<file path="src/hdl/sal_pkg.sv">
`default_nettype none

package sal_pkg;

   localparam int DATA_W    = 32;
   localparam int CNT_W     = 7;
   localparam int FUNC_W    = 3;
   localparam int STATUS_W  = 2;
   localparam int DEPTH_DEF = 64;

   typedef enum logic [FUNC_W-1:0] {
      FN_READ   = 3'd0,
      FN_INSERT = 3'd1,
      FN_REMOVE = 3'd2,
      FN_FWD    = 3'd3,
      FN_BWD    = 3'd4
   } func_type;

   typedef enum logic [STATUS_W-1:0] {
      STAT_OK    = 2'd0,
      STAT_FULL  = 2'd1,
      STAT_RANGE = 2'd2,
      STAT_EMPTY = 2'd3
   } status_type;

   typedef enum logic [2:0] {
      ST_IDLE,
      ST_SHIFT,
      ST_PLACE,
      ST_EMIT,
      ST_REPORT
   } state_type;

   // One result handed from the sequencer to the output register.
   typedef struct packed {
      logic                     load;
      logic signed [DATA_W-1:0] value;
      status_type               status;
      logic [CNT_W-1:0]         count;
      logic                     last;
   } res_type;

endpackage

`default_nettype wire

</file>
<file path="src/hdl/shifting_array_list.sv">
// Densely packed ordered list of up to DEPTH signed 32-bit words held in one
// synchronous RAM. One request is handled at a time; a request is taken while
// the previous result may still sit in the output register. A traversal
// streams one word per cycle as fast as the result side takes them. Insert and
// remove move each later word through the RAM read and write ports at one word
// per cycle. Flagged requests (full, out of range, empty) and unused selectors
// give one result and leave the list unchanged. The next request can be taken
// in the cycle after the last result of the previous one is loaded. The RAM
// needs no clearing after reset: only positions below the fill level are ever
// read.
`default_nettype none

module shifting_array_list #(
   parameter int DEPTH = sal_pkg::DEPTH_DEF
) (
   input  wire logic                              clock,
   input  wire logic                              reset,
   input  wire logic                              req_valid,
   output logic                                   req_ready,
   input  wire logic [sal_pkg::FUNC_W-1:0]        req_func,
   input  wire logic [sal_pkg::CNT_W-1:0]         req_pos,
   input  wire logic signed [sal_pkg::DATA_W-1:0] req_data,
   output logic                                   rsp_valid,
   input  wire logic                              rsp_ready,
   output logic signed [sal_pkg::DATA_W-1:0]      rsp_value,
   output logic [sal_pkg::STATUS_W-1:0]           rsp_status,
   output logic [sal_pkg::CNT_W-1:0]              rsp_count,
   output logic                                   rsp_last
);

   import sal_pkg::*;

   localparam int AW = $clog2(DEPTH);

   res_type                  res;
   logic                     out_free;
   logic                     mem_we;
   logic [AW-1:0]            mem_waddr;
   logic [DATA_W-1:0]        mem_wdata;
   logic                     mem_re;
   logic [AW-1:0]            mem_raddr;
   logic [DATA_W-1:0]        mem_rdata;

   logic                     rsp_valid_ff, rsp_valid_in;
   logic signed [DATA_W-1:0] value_ff;
   status_type               status_ff;
   logic [CNT_W-1:0]         count_ff;
   logic                     last_ff;

   assign out_free = !rsp_valid_ff || rsp_ready;

   sal_ram #(
      .WIDTH (DATA_W),
      .DEPTH (DEPTH)
   ) u_ram (
      .clock (clock),
      .we    (mem_we),
      .waddr (mem_waddr),
      .wdata (mem_wdata),
      .re    (mem_re),
      .raddr (mem_raddr),
      .rdata (mem_rdata)
   );

   sal_ctrl #(
      .DEPTH (DEPTH)
   ) u_ctrl (
      .clock     (clock),
      .reset     (reset),
      .req_valid (req_valid),
      .req_ready (req_ready),
      .req_func  (req_func),
      .req_pos   (req_pos),
      .req_data  (req_data),
      .out_free  (out_free),
      .res       (res),
      .mem_we    (mem_we),
      .mem_waddr (mem_waddr),
      .mem_wdata (mem_wdata),
      .mem_re    (mem_re),
      .mem_raddr (mem_raddr),
      .mem_rdata (mem_rdata)
   );

   // Output register: holds a result until the result side takes it.
   assign rsp_valid_in = res.load || (rsp_valid_ff && !rsp_ready);

   always_ff @(posedge clock) begin
      if (reset) begin
         rsp_valid_ff <= 1'b0;
      end else begin
         rsp_valid_ff <= rsp_valid_in;
      end
   end

   always_ff @(posedge clock) begin
      if (res.load) begin
         value_ff  <= res.value;
         status_ff <= res.status;
         count_ff  <= res.count;
         last_ff   <= res.last;
      end
   end

   assign rsp_valid  = rsp_valid_ff;
   assign rsp_value  = value_ff;
   assign rsp_status = status_ff;
   assign rsp_count  = count_ff;
   assign rsp_last   = last_ff;

endmodule

`default_nettype wire

</file>
<file path="src/hdl/sal_ram.sv">
`default_nettype none

module sal_ram #(
   parameter int WIDTH = 32,
   parameter int DEPTH = 64
) (
   input  wire logic                     clock,
   input  wire logic                     we,
   input  wire logic [$clog2(DEPTH)-1:0] waddr,
   input  wire logic [WIDTH-1:0]         wdata,
   input  wire logic                     re,
   input  wire logic [$clog2(DEPTH)-1:0] raddr,
   output logic      [WIDTH-1:0]         rdata
);

   logic [WIDTH-1:0] mem_ff [DEPTH];
   logic [WIDTH-1:0] rdata_ff;

   always_ff @(posedge clock) begin
      if (we) begin
         mem_ff[waddr] <= wdata;
      end
      if (re) begin
         rdata_ff <= mem_ff[raddr];
      end
   end

   assign rdata = rdata_ff;

endmodule

`default_nettype wire

</file>
<file path="src/hdl/sal_ctrl.sv">
`default_nettype none

module sal_ctrl #(
   parameter int DEPTH = sal_pkg::DEPTH_DEF
) (
   input  wire logic                              clock,
   input  wire logic                              reset,
   input  wire logic                              req_valid,
   output logic                                   req_ready,
   input  wire logic [sal_pkg::FUNC_W-1:0]        req_func,
   input  wire logic [sal_pkg::CNT_W-1:0]         req_pos,
   input  wire logic signed [sal_pkg::DATA_W-1:0] req_data,
   input  wire logic                              out_free,
   output sal_pkg::res_type                       res,
   output logic                                   mem_we,
   output logic [$clog2(DEPTH)-1:0]               mem_waddr,
   output logic [sal_pkg::DATA_W-1:0]             mem_wdata,
   output logic                                   mem_re,
   output logic [$clog2(DEPTH)-1:0]               mem_raddr,
   input  wire logic [sal_pkg::DATA_W-1:0]        mem_rdata
);

   import sal_pkg::*;

   localparam int AW = $clog2(DEPTH);

   state_type          state_ff, state_in;
   logic [CNT_W-1:0]   count_ff, count_in;
   logic [CNT_W-1:0]   left_ff, left_in;
   logic [AW-1:0]      rd_addr_ff, rd_addr_in;
   logic [AW-1:0]      wr_addr_ff, wr_addr_in;
   logic [AW-1:0]      pos_ff, pos_in;
   logic [DATA_W-1:0]  data_ff, data_in;
   status_type         status_ff, status_in;
   logic               wr_pend_ff, wr_pend_in;
   logic               have_ff, have_in;
   logic               ins_ff, ins_in;
   logic               fwd_ff, fwd_in;

   state_type          dec_state;
   status_type         dec_status;
   logic [AW-1:0]      dec_rd;
   logic [CNT_W-1:0]   dec_left;
   logic               dec_ins;
   logic               dec_fwd;
   logic [CNT_W-1:0]   cnt_m1;
   logic [CNT_W-1:0]   pos_p1;
   logic [AW-1:0]      rd_step;

   assign cnt_m1  = count_ff - CNT_W'(1);
   assign pos_p1  = req_pos + CNT_W'(1);
   assign rd_step = fwd_ff ? rd_addr_ff + AW'(1) : rd_addr_ff - AW'(1);

   // Decode of a new request against the current fill level.
   always_comb begin
      dec_state  = ST_REPORT;
      dec_status = STAT_OK;
      dec_rd     = '0;
      dec_left   = '0;
      dec_ins    = 1'b0;
      dec_fwd    = 1'b1;
      unique case (func_type'(req_func))
         FN_READ: begin
            if (count_ff == '0) begin
               dec_status = STAT_EMPTY;
            end else if (req_pos >= count_ff) begin
               dec_status = STAT_RANGE;
            end else begin
               dec_state = ST_EMIT;
               dec_rd    = req_pos[AW-1:0];
               dec_left  = CNT_W'(1);
            end
         end
         FN_INSERT: begin
            if (count_ff >= CNT_W'(DEPTH)) begin
               dec_status = STAT_FULL;
            end else if (req_pos > count_ff) begin
               dec_status = STAT_RANGE;
            end else begin
               // Words move up from the top end down to the insertion point.
               dec_state = ST_SHIFT;
               dec_ins   = 1'b1;
               dec_fwd   = 1'b0;
               dec_rd    = cnt_m1[AW-1:0];
               dec_left  = count_ff - req_pos;
            end
         end
         FN_REMOVE: begin
            if (count_ff == '0) begin
               dec_status = STAT_EMPTY;
            end else if (req_pos >= count_ff) begin
               dec_status = STAT_RANGE;
            end else begin
               dec_state = ST_SHIFT;
               dec_rd    = pos_p1[AW-1:0];
               dec_left  = cnt_m1 - req_pos;
            end
         end
         FN_FWD, FN_BWD: begin
            if (count_ff == '0) begin
               dec_status = STAT_EMPTY;
            end else begin
               dec_state = ST_EMIT;
               dec_left  = count_ff;
               dec_fwd   = (func_type'(req_func) == FN_FWD);
               dec_rd    = dec_fwd ? '0 : cnt_m1[AW-1:0];
            end
         end
         default: begin
            dec_status = STAT_OK;
         end
      endcase
   end

   // Next state.
   always_comb begin
      state_in = state_ff;
      unique case (state_ff)
         ST_IDLE: begin
            if (req_valid) begin
               state_in = dec_state;
            end
         end
         ST_SHIFT: begin
            if (left_ff == '0 && !wr_pend_ff) begin
               state_in = ins_ff ? ST_PLACE : ST_REPORT;
            end
         end
         ST_PLACE: begin
            state_in = ST_REPORT;
         end
         ST_EMIT: begin
            if (have_ff && out_free && left_ff == CNT_W'(1)) begin
               state_in = ST_IDLE;
            end
         end
         ST_REPORT: begin
            if (out_free) begin
               state_in = ST_IDLE;
            end
         end
         default: begin
            state_in = ST_IDLE;
         end
      endcase
   end

   // Outputs: memory port controls and the result handed to the output register.
   always_comb begin
      req_ready  = 1'b0;
      mem_we     = 1'b0;
      mem_waddr  = wr_addr_ff;
      mem_wdata  = mem_rdata;
      mem_re     = 1'b0;
      mem_raddr  = rd_addr_ff;
      res.load   = 1'b0;
      res.value  = '0;
      res.status = status_ff;
      res.count  = count_ff;
      res.last   = 1'b1;
      unique case (state_ff)
         ST_IDLE: begin
            req_ready = 1'b1;
         end
         ST_SHIFT: begin
            mem_re = (left_ff != '0);
            mem_we = wr_pend_ff;
         end
         ST_PLACE: begin
            mem_we    = 1'b1;
            mem_waddr = pos_ff;
            mem_wdata = data_ff;
         end
         ST_EMIT: begin
            mem_re    = !have_ff || (out_free && left_ff != CNT_W'(1));
            res.load  = have_ff && out_free;
            res.value = mem_rdata;
            res.last  = (left_ff == CNT_W'(1));
         end
         ST_REPORT: begin
            res.load = out_free;
         end
         default: begin
            req_ready = 1'b0;
         end
      endcase
   end

   // Datapath registers.
   always_comb begin
      count_in   = count_ff;
      left_in    = left_ff;
      rd_addr_in = rd_addr_ff;
      wr_addr_in = wr_addr_ff;
      pos_in     = pos_ff;
      data_in    = data_ff;
      status_in  = status_ff;
      wr_pend_in = 1'b0;
      have_in    = have_ff;
      ins_in     = ins_ff;
      fwd_in     = fwd_ff;
      unique case (state_ff)
         ST_IDLE: begin
            if (req_valid) begin
               left_in    = dec_left;
               rd_addr_in = dec_rd;
               pos_in     = req_pos[AW-1:0];
               data_in    = req_data;
               status_in  = dec_status;
               have_in    = 1'b0;
               ins_in     = dec_ins;
               fwd_in     = dec_fwd;
            end
         end
         ST_SHIFT: begin
            if (left_ff != '0) begin
               // The word read now lands one place up (insert) or down (remove).
               wr_pend_in = 1'b1;
               wr_addr_in = ins_ff ? rd_addr_ff + AW'(1) : rd_addr_ff - AW'(1);
               rd_addr_in = rd_step;
               left_in    = left_ff - CNT_W'(1);
            end else if (!wr_pend_ff && !ins_ff) begin
               count_in = cnt_m1;
            end
         end
         ST_PLACE: begin
            count_in = count_ff + CNT_W'(1);
         end
         ST_EMIT: begin
            if (!have_ff) begin
               have_in    = 1'b1;
               rd_addr_in = rd_step;
            end else if (out_free) begin
               left_in = left_ff - CNT_W'(1);
               if (left_ff != CNT_W'(1)) begin
                  rd_addr_in = rd_step;
               end
            end
         end
         ST_REPORT: begin
            have_in = 1'b0;
         end
         default: begin
            have_in = 1'b0;
         end
      endcase
   end

   always_ff @(posedge clock) begin
      if (reset) begin
         state_ff   <= ST_IDLE;
         count_ff   <= '0;
         wr_pend_ff <= 1'b0;
         have_ff    <= 1'b0;
      end else begin
         state_ff   <= state_in;
         count_ff   <= count_in;
         wr_pend_ff <= wr_pend_in;
         have_ff    <= have_in;
      end
   end

   always_ff @(posedge clock) begin
      left_ff    <= left_in;
      rd_addr_ff <= rd_addr_in;
      wr_addr_ff <= wr_addr_in;
      pos_ff     <= pos_in;
      data_ff    <= data_in;
      status_ff  <= status_in;
      ins_ff     <= ins_in;
      fwd_ff     <= fwd_in;
   end

   assert property (@(posedge clock) disable iff (reset)
      count_ff <= CNT_W'(DEPTH))
      else $error("list fill level exceeds capacity");

   assert property (@(posedge clock) disable iff (reset)
      mem_we && mem_re |-> mem_waddr != mem_raddr)
      else $error("memory read and write collide on one entry");

   assert property (@(posedge clock) disable iff (reset)
      res.load |-> out_free)
      else $error("result loaded while output register still occupied");

   assert property (@(posedge clock) disable iff (reset)
      state_ff == ST_EMIT |-> left_ff != '0)
      else $error("emit phase with no words left to send");

   assert property (@(posedge clock) disable iff (reset)
      state_ff == ST_PLACE |=> count_ff == $past(count_ff) + CNT_W'(1))
      else $error("insert did not raise the fill level by one");

endmodule

`default_nettype wire

</file>
<file path="config.mk">
export PLATFORM = sky130hd
export DESIGN_NAME = shifting_array_list
export DESIGN_NICKNAME = d
export VERILOG_FILES = /design/src/hdl/sal_pkg.sv /design/src/hdl/shifting_array_list.sv /design/src/hdl/sal_ram.sv /design/src/hdl/sal_ctrl.sv
export SDC_FILE = /design/constraint.sdc
export NUM_CORES = 2
export LEC_CHECK = 0
export ABC_AREA = 1
export BUFFER_PORTS_ARGS = -buffer_cell sky130_fd_sc_hd__buf_2
export CORE_AREA = 5 5 391 431
export DETAILED_ROUTE_END_ITERATION = 16
export DIE_AREA = 0 0 396 436
export MAX_ROUTING_LAYER = met4
export PLACE_DENSITY_LB_ADDON = 0.12
export REMOVE_ABC_BUFFERS = 1
export SLEW_MARGIN = 20
export SYNTH_ARGS = -nofsm -noshare
export SYNTH_HDL_FRONTEND = slang
export SYNTH_HIERARCHICAL = 1
export SYNTH_SLANG_ARGS = --single-unit
export TNS_END_PERCENT = 20
</file>
<file path="constraint.sdc">
create_clock -name clock -period 4.7 [get_ports clock]
set_input_delay 0.235 -clock clock [delete_from_list [all_inputs] [get_ports clock]]
set_output_delay 0.235 -clock clock [all_outputs]
set_load 0.01 [all_outputs]
</file>
==> metrics.csv <==
metric;value;unit
status;complete, no violations;
dpl cells;9421;
total power;69.06;mW
Cell Rows;156;
mean area per synthesized cell;11.97;um^2
initial DRC count;8040;
via count;59690;
Multi-input gate area;0.02159;mm^2
Finish-stage setup viols;0;
asr flop ratio synth;0;%
Reg power frac;38.4;%
total core area;0.1638;mm^2
Worst path top cell family by delay;simple AND/OR/NAND/NOR gates;
register area;0.06581;mm^2
worst slew pin tran;1.183;ns
fin. max-slew vios;0;
number of global-route vias before repair;55430;
Yosys cell types;46;
fin nets;7619;
H-tree level count;4;
Total Wirelength;259500;um
remaining antenna violation count;0;
Net Sw Power;28.35;mW
layout cells sized above 1;9.060;%
largest net degree at the start of global routing;204;
drt drc;0;
initial antenna violation count;12;
Hold Vio Cnt, Final;0;
worst path buffer plus inverter count;4;
most frequent cells after synthesis;nand2_1 (2,411), edfxtp_1 (2,183), nand3_1 (1,932), buf_2 (280), nor2_1 (122);
Worst slew margin;20.85;%
fin crit share;81.20;%
Remaining Overflow, GRT;0;
Synth top area share;73.44;%
CP cell instances;inv_1 > nand2_1 > nor2_4 > inv_1 > nand2_1 > nand2_1 > inv_1 > nor3_1 > nand2_1 > nor2_4 > buf_4;
placed cell area;0.09296;mm^2
maximum VDD drop;0.6248;mV
Die Y;436;um
GRT Total Usage;30.41;%
Post-Syn Area;0.08926;mm^2
Max clock buf depth;3;
post_cts resized;0;
root buffer cell;clkbuf_16;
sequential area share after synthesis;73.73;%
maximum clock rate;262.0;MHz
Pwr per Cell Area;690.6;mW/mm^2
Gate power share;38.4;%
Port Buffer Count;89;
Crit Path Category;reg -> reg;
max_cap viols;0;
TritonCTS clock tree;yes;
top-count cell post-synth;nand2_1;
slowest stage delay, CP;0.60;ns
Hold Buf Count CTS;46;
crit-path max FO;32;
post-synth top area cell;edfxtp_1;
sw frac;41.06;%
CP arrival;4.31;ns
CP most frequent cell;nand2_1;
crit path time final;3.816;ns
final instance area;0.1000;mm^2
Post-synth EDFFs;2183;
P_leak;35.43;nW
I/O pin total;90;
first-pass GRT wire length;375600;um
ys flop type;edfxtp_1;
internal power;40.70;mW
Setup TNS;0;ns
Synth Warn #;6;
Post-DP HPWL;147800;um
endpoint type of the worst setup path;flop;
RSZ-0062 raised after global routing;false;
CP max stage cell;nand2_1;
die width;396;um
Synth Instances;7457;
data required time of the worst path;5.20;ns
Worst-path clk slew;0.06;ns
Starting Density;54.51;%
CTS buffer count;212;
full die area;0.1727;mm^2
fillers;12640;
area delta synth->final;12.03;%
Setup Fix Bufs, Post-CTS;0;
crit start category;flop;
Worst Hold Slack;0.06258;ns
Clk pwr share;23.2;%
Worst-Skew Late Latency;0.88;ns
worst hold path type;in -> reg;
ranking of synthesized cells by area;edfxtp_1 (73%), nand3_1 (11%), nand2_1 (10%);
DRT Pass-1 Iters;6;
Layout Skew;0.04740;ns
Finished Layout Cells;9867;
Clock Sinks;2196;
vias per cell;6.050;
#FFs+latches synth;2196;
RD Place Congestion;0.9741;
wire per inst;26.30;um
## final cells by class
type,count,area share (%)
Antenna cell,8,0.02002
Clock buffer,277,5.579
Clock inverter,112,0.9071
Multi-Input combinational cell,4684,21.59
Tap cell,2133,2.669
Timing Repair Buffer,342,2.958
Inverter,115,0.4679
Sequential cell,2196,65.81
## flip-flops by register name, indices dropped and copies added (netlist names)
register	count
rsp_count	7
rsp_last	1
rsp_status	2
rsp_valid	1
rsp_value	32
u_ctrl/count_ff	7
u_ctrl/data_ff	32
u_ctrl/fwd_ff	1
u_ctrl/have_ff	1
u_ctrl/ins_ff	1
u_ctrl/left_ff	7
u_ctrl/mem_raddr	6
u_ctrl/pos_ff	6
u_ctrl/state_ff	3
u_ctrl/status_ff	2
u_ctrl/wr_addr_ff	6
u_ctrl/wr_pend_ff	1
u_ram/mem_ff	2048
u_ram/rdata	32
## cell usage in the layout (no fill, tap or decap), types with 46 or more instances in the layout
cell / n
clkinv_1: 59
nand3_1: 1932
dlygate4sd3_1: 46
buf_4: 169
clkbuf_1: 62
nand2_1: 2410
buf_2: 89
nor2_1: 58
clkbuf_16: 212
inv_1: 105
nor2_4: 73
edfxtp_1: 2183
## cells by family (layout without fill, tap and decap cells)
kind of cell	count (synthesis)	count (layout)	share of synthesized area, %
other	0	8	0
AO/OA/AOI/OAI	116	116	0.7205
XOR/XNOR	27	27	0.2649
adder cells (fa/ha/maj)	22	22	0.3252
buffers and inverters	577	846	3.053
flip-flops	2196	2196	73.73
AND/OR/NAND/NOR	4519	4519	21.90
## worst register-to-register path, cell delays in order (launching register included)
cell,delay [ns]
dfxtp_1,0.36
inv_1,0.10
nand2_1,0.23
nor2_4,0.09
inv_1,0.51
nand2_1,0.14
nand2_1,0.19
inv_1,0.11
nor3_1,0.29
nand2_1,0.60
nor2_4,0.25
buf_4,0.53
## power groups by stage
stage,sequential [mW],clock [mW],combinational (mW)
detailed placement,26.9,0,25.9
global route,26.5,17.1,28.1
finish,26.5,16.0,26.5
floorplan,28.1,0,9.96
global placement,26.9,0,25.5
CTS,26.5,16.2,26.0
## path summary, 6_finish.rpt
kind	startpoint	end	slack (ns)	depth (start not counted)
min reg2reg	u_ctrl/status_ff[1]$_DFFE_PP_	rsp_status[1]$_DFFE_PP_	0.44	0
max	u_ctrl/state_ff[0]$_SDFFE_PP0P_	u_ram/mem_ff[47][11]$_DFFE_PP_	0.88	11
max reg2reg	u_ctrl/state_ff[0]$_SDFFE_PP0P_	u_ram/mem_ff[47][11]$_DFFE_PP_	0.88	11
min	req_pos[6]	u_ctrl/left_ff[6]$_DFFE_PP_	0.06	7
## layer usage
layer | track usage (%) | vias to the layer above | wire length, um
met2 | 43.76 | 3090 | 115500
met3 | 7.262 | 517 | 28840
met1 | 42.46 | 29480 | 103700
met5 | - | - | 0
li1 | - | 26610 | -
met4 | 11.76 | 0 | 11430
## metrics by stage
stage | worst slack, ns | util [%]
final | 0.8836 | 61.06
after global routing | 0.6565 | 61.06
after floorplan | -39.04 | -
after CTS | 0.9051 | 61.01
after detailed placement | 1.047 | 56.76
after global placement | 1.018 | 56.74
Power figures use the tool's default switching activity.
